File: src/hdl/pcm_pkg.sv
package pcm_pkg;

  localparam int NumRegs   = 8;
  localparam int CfgIdxW   = 4;
  localparam int CoefW     = 32;

  // register map
  localparam logic [2:0] REG_X_COL    = 3'd0;
  localparam logic [2:0] REG_X_ROW    = 3'd1;
  localparam logic [2:0] REG_X_OFFSET = 3'd2;
  localparam logic [2:0] REG_Y_COL    = 3'd3;
  localparam logic [2:0] REG_Y_ROW    = 3'd4;
  localparam logic [2:0] REG_Y_OFFSET = 3'd5;
  localparam logic [2:0] REG_W_COL    = 3'd6;
  localparam logic [2:0] REG_W_ROW    = 3'd7;

  localparam logic signed [CoefW-1:0] CoefOne = 32'sd1048576;

  localparam int SumW  = 43;              // exact Q.20 / Q.28 sums
  localparam int NumW  = SumW + 8;        // numerator scaled by 2^8
  localparam int QuoW  = 15;              // quotient magnitude below 2^15
  localparam logic signed [SumW-1:0] WOne = 43'sd268435456;

  localparam logic [7:0] WhiteThreshold = 8'd5;
  localparam logic signed [15:0] SatPos = 16'sd32767;
  localparam logic signed [15:0] SatNeg = -16'sd32767;

  typedef struct packed {
    logic [8:0] pixel_col;
    logic [7:0] pixel_row;
    logic [7:0] pixel_value;
  } pixel_t;

  typedef struct packed {
    logic signed [15:0] mapped_x;
    logic signed [15:0] mapped_y;
    logic               is_white;
    logic               overflow;
  } result_t;

  // side info that travels with one quotient through the divider
  typedef struct packed {
    logic neg;      // quotient sign
    logic sat;      // magnitude would reach 2^15
    logic wzero;    // denominator is zero
    logic nneg;     // numerator negative
    logic nzero;    // numerator zero
  } quot_flags_t;

endpackage

File: src/hdl/pcm_divider.sv
// Pipelined restoring divider: |num| / |den|, one quotient bit per stage.
module pcm_divider (
  input  logic                                  clk_i,
  input  logic signed [pcm_pkg::NumW-1:0]       num_i,
  input  logic signed [pcm_pkg::SumW-1:0]       den_i,
  output logic [pcm_pkg::QuoW-1:0]              quot_o,
  output pcm_pkg::quot_flags_t                  flags_o
);

  localparam int NW = pcm_pkg::NumW;
  localparam int DW = pcm_pkg::SumW;
  localparam int QW = pcm_pkg::QuoW;
  localparam int CW = DW + QW;  // width of shifted divisor

  // stage A: magnitudes and signs
  logic [NW-1:0]        nmag_q;
  logic [DW-1:0]        dmag_q;
  pcm_pkg::quot_flags_t fa_q;

  always_ff @(posedge clk_i) begin
    nmag_q      <= num_i[NW-1] ? NW'(-num_i) : NW'(num_i);
    dmag_q      <= den_i[DW-1] ? DW'(-den_i) : DW'(den_i);
    fa_q.neg    <= num_i[NW-1] ^ den_i[DW-1];
    fa_q.sat    <= 1'b0;
    fa_q.wzero  <= (den_i == '0);
    fa_q.nneg   <= num_i[NW-1];
    fa_q.nzero  <= (num_i == '0);
  end

  // stage B: range check against den * 2^15
  logic [NW-1:0]        rem_q [QW+1];
  logic [DW-1:0]        den_q [QW+1];
  logic [QW-1:0]        quo_q [QW+1];
  pcm_pkg::quot_flags_t flg_q [QW+1];
  logic [CW-1:0]        dtop;

  assign dtop = {dmag_q, QW'(0)};

  always_ff @(posedge clk_i) begin
    rem_q[0]  <= nmag_q;
    den_q[0]  <= dmag_q;
    quo_q[0]  <= '0;
    flg_q[0]  <= '{neg:   fa_q.neg,
                   sat:   !fa_q.wzero && (CW'(nmag_q) >= dtop),
                   wzero: fa_q.wzero,
                   nneg:  fa_q.nneg,
                   nzero: fa_q.nzero};
  end

  for (genvar k = 0; k < QW; k++) begin : g_step
    localparam int Sh = QW - 1 - k;
    logic [CW-1:0] dsh;
    logic [CW-1:0] rext;
    logic          take;

    assign dsh  = CW'(den_q[k]) << Sh;
    assign rext = CW'(rem_q[k]);
    assign take = (rext >= dsh);

    always_ff @(posedge clk_i) begin
      rem_q[k+1] <= take ? NW'(rext - dsh) : rem_q[k];
      den_q[k+1] <= den_q[k];
      quo_q[k+1] <= {quo_q[k][QW-2:0], take};
      flg_q[k+1] <= flg_q[k];
    end
  end

  assign quot_o  = quo_q[QW];
  assign flags_o = flg_q[QW];

endmodule
File: config.mk
export PLATFORM = sky130hd
export DESIGN_NAME = pcm_divider
export DESIGN_NICKNAME = d
export VERILOG_FILES = /design/src/hdl/pcm_pkg.sv /design/src/hdl/pcm_divider.sv
export SDC_FILE = /design/constraint.sdc
export NUM_CORES = 2
export LEC_CHECK = 0
export BUFFER_PORTS_ARGS = -buffer_cell sky130_fd_sc_hd__buf_2
export CAP_MARGIN = 30
export CORE_MARGIN = 4
export CORE_UTILIZATION = 29
export DETAILED_ROUTE_END_ITERATION = 10
export PLACE_DENSITY = 0.54
export SYNTH_ARGS = -nofsm -noshare
export SYNTH_HDL_FRONTEND = slang
export SYNTH_SLANG_ARGS = --single-unit
File: constraint.sdc
create_clock -name clk_i -period 3.59 [get_ports clk_i]
set_input_delay 0 -clock clk_i [delete_from_list [all_inputs] [get_ports clk_i]]
set_output_delay 0 -clock clk_i [all_outputs]
set_load 0.005 [all_outputs]
==> impl_metrics.json <==
{
  "area_delta_synth_final_pct": 25.0,
  "p_leak_nw": 44.4,
  "cp_data_required_time_ns": 4.37,
  "status": "finished clean",
  "via_count": 62900,
  "p_sw_share_pct": 38.0,
  "die_w_um": 530,
  "crit_fanout": 6,
  "worstMarginPinSlew_ns": 1.01,
  "synth-simple-area-share_pct": 11.9,
  "synthFlopType": "dfxtp_1",
  "dpl-instance-area_um2": 88300,
  "ys_seq_area_share_pct": 43.3,
  "slew_headroom_pct": 32.6,
  "cpPeakStageDelay_ns": 0.57,
  "synth_edf_count": 0,
  "dp_slack_ns": -0.525,
  "initial_core_util_pct": 29.1,
  "setup_violations": 0,
  "path_cells": "dlygate4sd3_1 > buf_2 > or4_4 > nor3_4 > or3b_4 > or2_4 > or4_4 > or3_4 > or4_4 > o21ai_0 > xnor2_1 > dlygate4sd3_1",
  "cts_tree": "done",
  "start_kind": "input pin",
  "ys_top_cells_by_area": "dfxtp_1 (43%), ha_1 (10%), a21oi_1 (5.1%)",
  "crit_start": "num_i[8]",
  "grt_first_pass_wirelength_um": 342000,
  "cp.arrival_ns": 4.37,
  "dr.pass1.iters": 5,
  "synthArstFlopShare_pct": 0,
  "power_frac_comb_pct": 47.7,
  "rsz0062_at_grt": "yes",
  "fp-row-count": 191,
  "pwr-share-seq_pct": 30.0,
  "yosysWarnings": 0,
  "core_area_um2": 271000,
  "routed_wl_um": 219000,
  "finClkSkew_ns": 0.0567,
  "crit_buf_inv": 3,
  "hold_viol_final": 0,
  "worstHoldStart": "num_i[13]",
  "port_buffers": 114,
  "synth_top_family_by_area": "compound AO/OA/AOI/OAI gates",
  "path_clk_slew_ns": 0.06,
  "yosysMostFrequentCell": "dfxtp_1",
  "avgSynthCellArea_um2": 9.17,
  "numCtsBuffers": 186,
  "synthMuxAreaShare_pct": 3.35,
  "synth_top_cell_area_share_pct": 43.3,
  "grt-ovfl-total": 0,
  "synth_common_cells": "dfxtp_1 (1708), inv_1 (831), a21oi_1 (805)",
  "peakVddDrop_uv": 557,
  "place_hpwl_um": 170000,
  "yosys.area_share.adder_pct": 10.8,
  "setup_slack_ns": 0.00135,
  "fmax_ghz": 0.279,
  "fin_crit_sh_pct": 100,
  "ioPinCount": 115,
  "maxCapViolCount": 0,
  "cts_htree_levels": 4,
  "floorplan.die_area_um2": 281000,
  "ant_nets": 0,
  "chipHeight_um": 530,
  "r2r_start": "rem_q[9][5]",
  "grt_usage_pct": 15.0,
  "cts.path.max_buffers": 3,
  "path_delay_family": "simple AND/OR/NAND/NOR gates",
  "grt_max_degree": 74,
  "syn-num-nets": 9386,
  "yosys.area.top_type": "dfxtp_1",
  "crit_type": "input pin to register",
  "postLayoutCellArea_um2": 98700,
  "yosys.cell_types.count": 87,
  "viasPerCell": 4.71,
  "pwr-share-clk_pct": 22.3,
  "endpoint_kind": "register",
  "drt_iter0_drc": 3384,
  "worstSkewPairLatency_ns": 0.84,
  "cts_sinks": 1708,
  "synth_compound_area_share_pct": 18.3,
  "drive_gt1_share_pct": 15.8,
  "gp_congestion": 0.964,
  "crit_top_cell": "or4_4",
  "power.density_nw_per_um2": 897,
  "fin_crit_ns": 3.59,
  "min_path_type": "input pin to register",
  "synthXorXnorAreaFrac_pct": 6.95,
  "antenna_found_initial": 2,
  "clock-root-buffer": "clkbuf_16",
  "switching_power_w": 0.0336,
  "power.internal_w": 0.0549,
  "drc": 0,
  "netlist_area_um2": 79000,
  "synth_seq_cells": 1708,
  "cpMaxStageDelayCell": "or4_4",
  "grt_pass1_vias": 64700,
  "slew_viol_final": 0,
  "wire_per_inst_um": 16.4,
  "nets": 10400,
  "synth_cells": 8615
}
-- logic make-up (layout without fill, tap and decap cells) --
logic type,after synthesis,in the layout
simple gates,1942,1942
xor+xnor,627,627
flops,1708,1708
mux,237,237
fa+ha+maj,676,676
buf+inv,1104,2256
other cells,0,10
compound gates,2321,2321
-- what timing repair did --
action | in CTS | in global routing
setup buffers | 4 | 14
endpoints found under the hold margin | 98 | 0
endpoints found under the setup margin | 281 | 371
pin swaps | 13 | 43
hold buffers | 269 | 0
gates cloned | 0 | 8
gates resized for setup | 40 | 150
-- per-layer routing --
layer / GRT usage [%] / wire, um
met5: 0 / 0
met4: 9.49 / 15500
met3: 2.05 / 6930
met2: 27.1 / 108000
met1: 16.6 / 89000
-- registers in the layout, indices dropped and copies added (netlist names) --
signal,flops
quo_q,120
fa_q,4
den_q,645
nmag_q,51
dmag_q,43
rem_q,765
flg_q,80
-- placed cells by master (no fill, tap or decap), types with 98 or more instances in the layout --
master         Yosys  routed
dfxtp_1         1708    1699
inv_1            831     827
a21oi_1          805     793
buf_4             15     654
ha_1             662     647
nand2_1          556     555
nor2_1           529     524
o21ai_0          480     459
xnor2_1          421     421
a21o_1           329     327
dlygate4sd3_1      0     269
mux2_2           219     213
xor2_1           206     206
clkbuf_16          0     193
nand3_1          146     144
nand4_1          131     131
buf_2              1     114
o21bai_1          99      98
-- final timing paths --
| check | endpoint | slack [ns] | cells after the start |
|---|---|---|---|
| hold / removal | nmag_q[15] | 0.11 | 4 |
| hold reg to reg | quo_q[1][98] | 0.30 | 0 |
| setup reg to reg | rem_q[10][27] | 0.06 | 14 |
| setup / recovery | nmag_q[44] | 0.001 | 12 |
-- power by group through the flow --
| stage | sequential, W | clock [W] | combinational [W] |
|---|---|---|---|
| 6_report | 0.0265 | 0.0197 | 0.0422 |
| 5_1_grt | 0.0271 | 0.0213 | 0.0467 |
| 4_1_cts | 0.0265 | 0.0205 | 0.0412 |
| 3_5_place_dp | 0.0269 | 0 | 0.0404 |
| 3_3_place_gp | 0.0270 | 0 | 0.0400 |
| 2_1_floorplan | 0.0256 | 0 | 0.0282 |
-- worst reg2reg max path, delay by kind of cell (launching register included) --
family | cells | cell delay [ns]
AOI/OAI and AO/OA | 5 | 1.31
and+or+nand+nor | 3 | 0.62
adders and majority gates | 2 | 0.50
buffers and inverters | 3 | 0.34
DFF | 1 | 0.33
muxes | 1 | 0.31
-- cell type report --
class | instances | area, um^2
Antenna cell | 10 | 25.0
Clock buffer | 264 | 5330
Clock inverter | 84 | 1200
Fill cell | 27000 | 172000
Inverter | 833 | 3130
Multi-Input combinational cell | 5803 | 41400
Sequential cell | 1708 | 34200
Tap cell | 3570 | 4470
Timing Repair Buffer | 1075 | 8930
-- stage by stage --
| stage | TNS, ns | util, % | power [W] | cells | hold slack (ns) |
|---|---|---|---|---|---|
| final | 0 | 36.4 | 0.0885 | 13300 | 0.114 |
| after global routing | -0.888 | 36.4 | 0.0951 | 13300 | 0.0774 |
| after CTS | -0.0205 | 36.1 | 0.0882 | 13300 | 0.00399 |
| after detailed placement | -43.86 | 32.6 | 0.0673 | 12700 | 0.164 |
| after global placement | -35.96 | 32.6 | 0.0670 | 12700 | 0.157 |
| after floorplan | -0.391 | - | 0.0538 | 8615 | 0.0277 |
(Power assumes the default switching activity.)
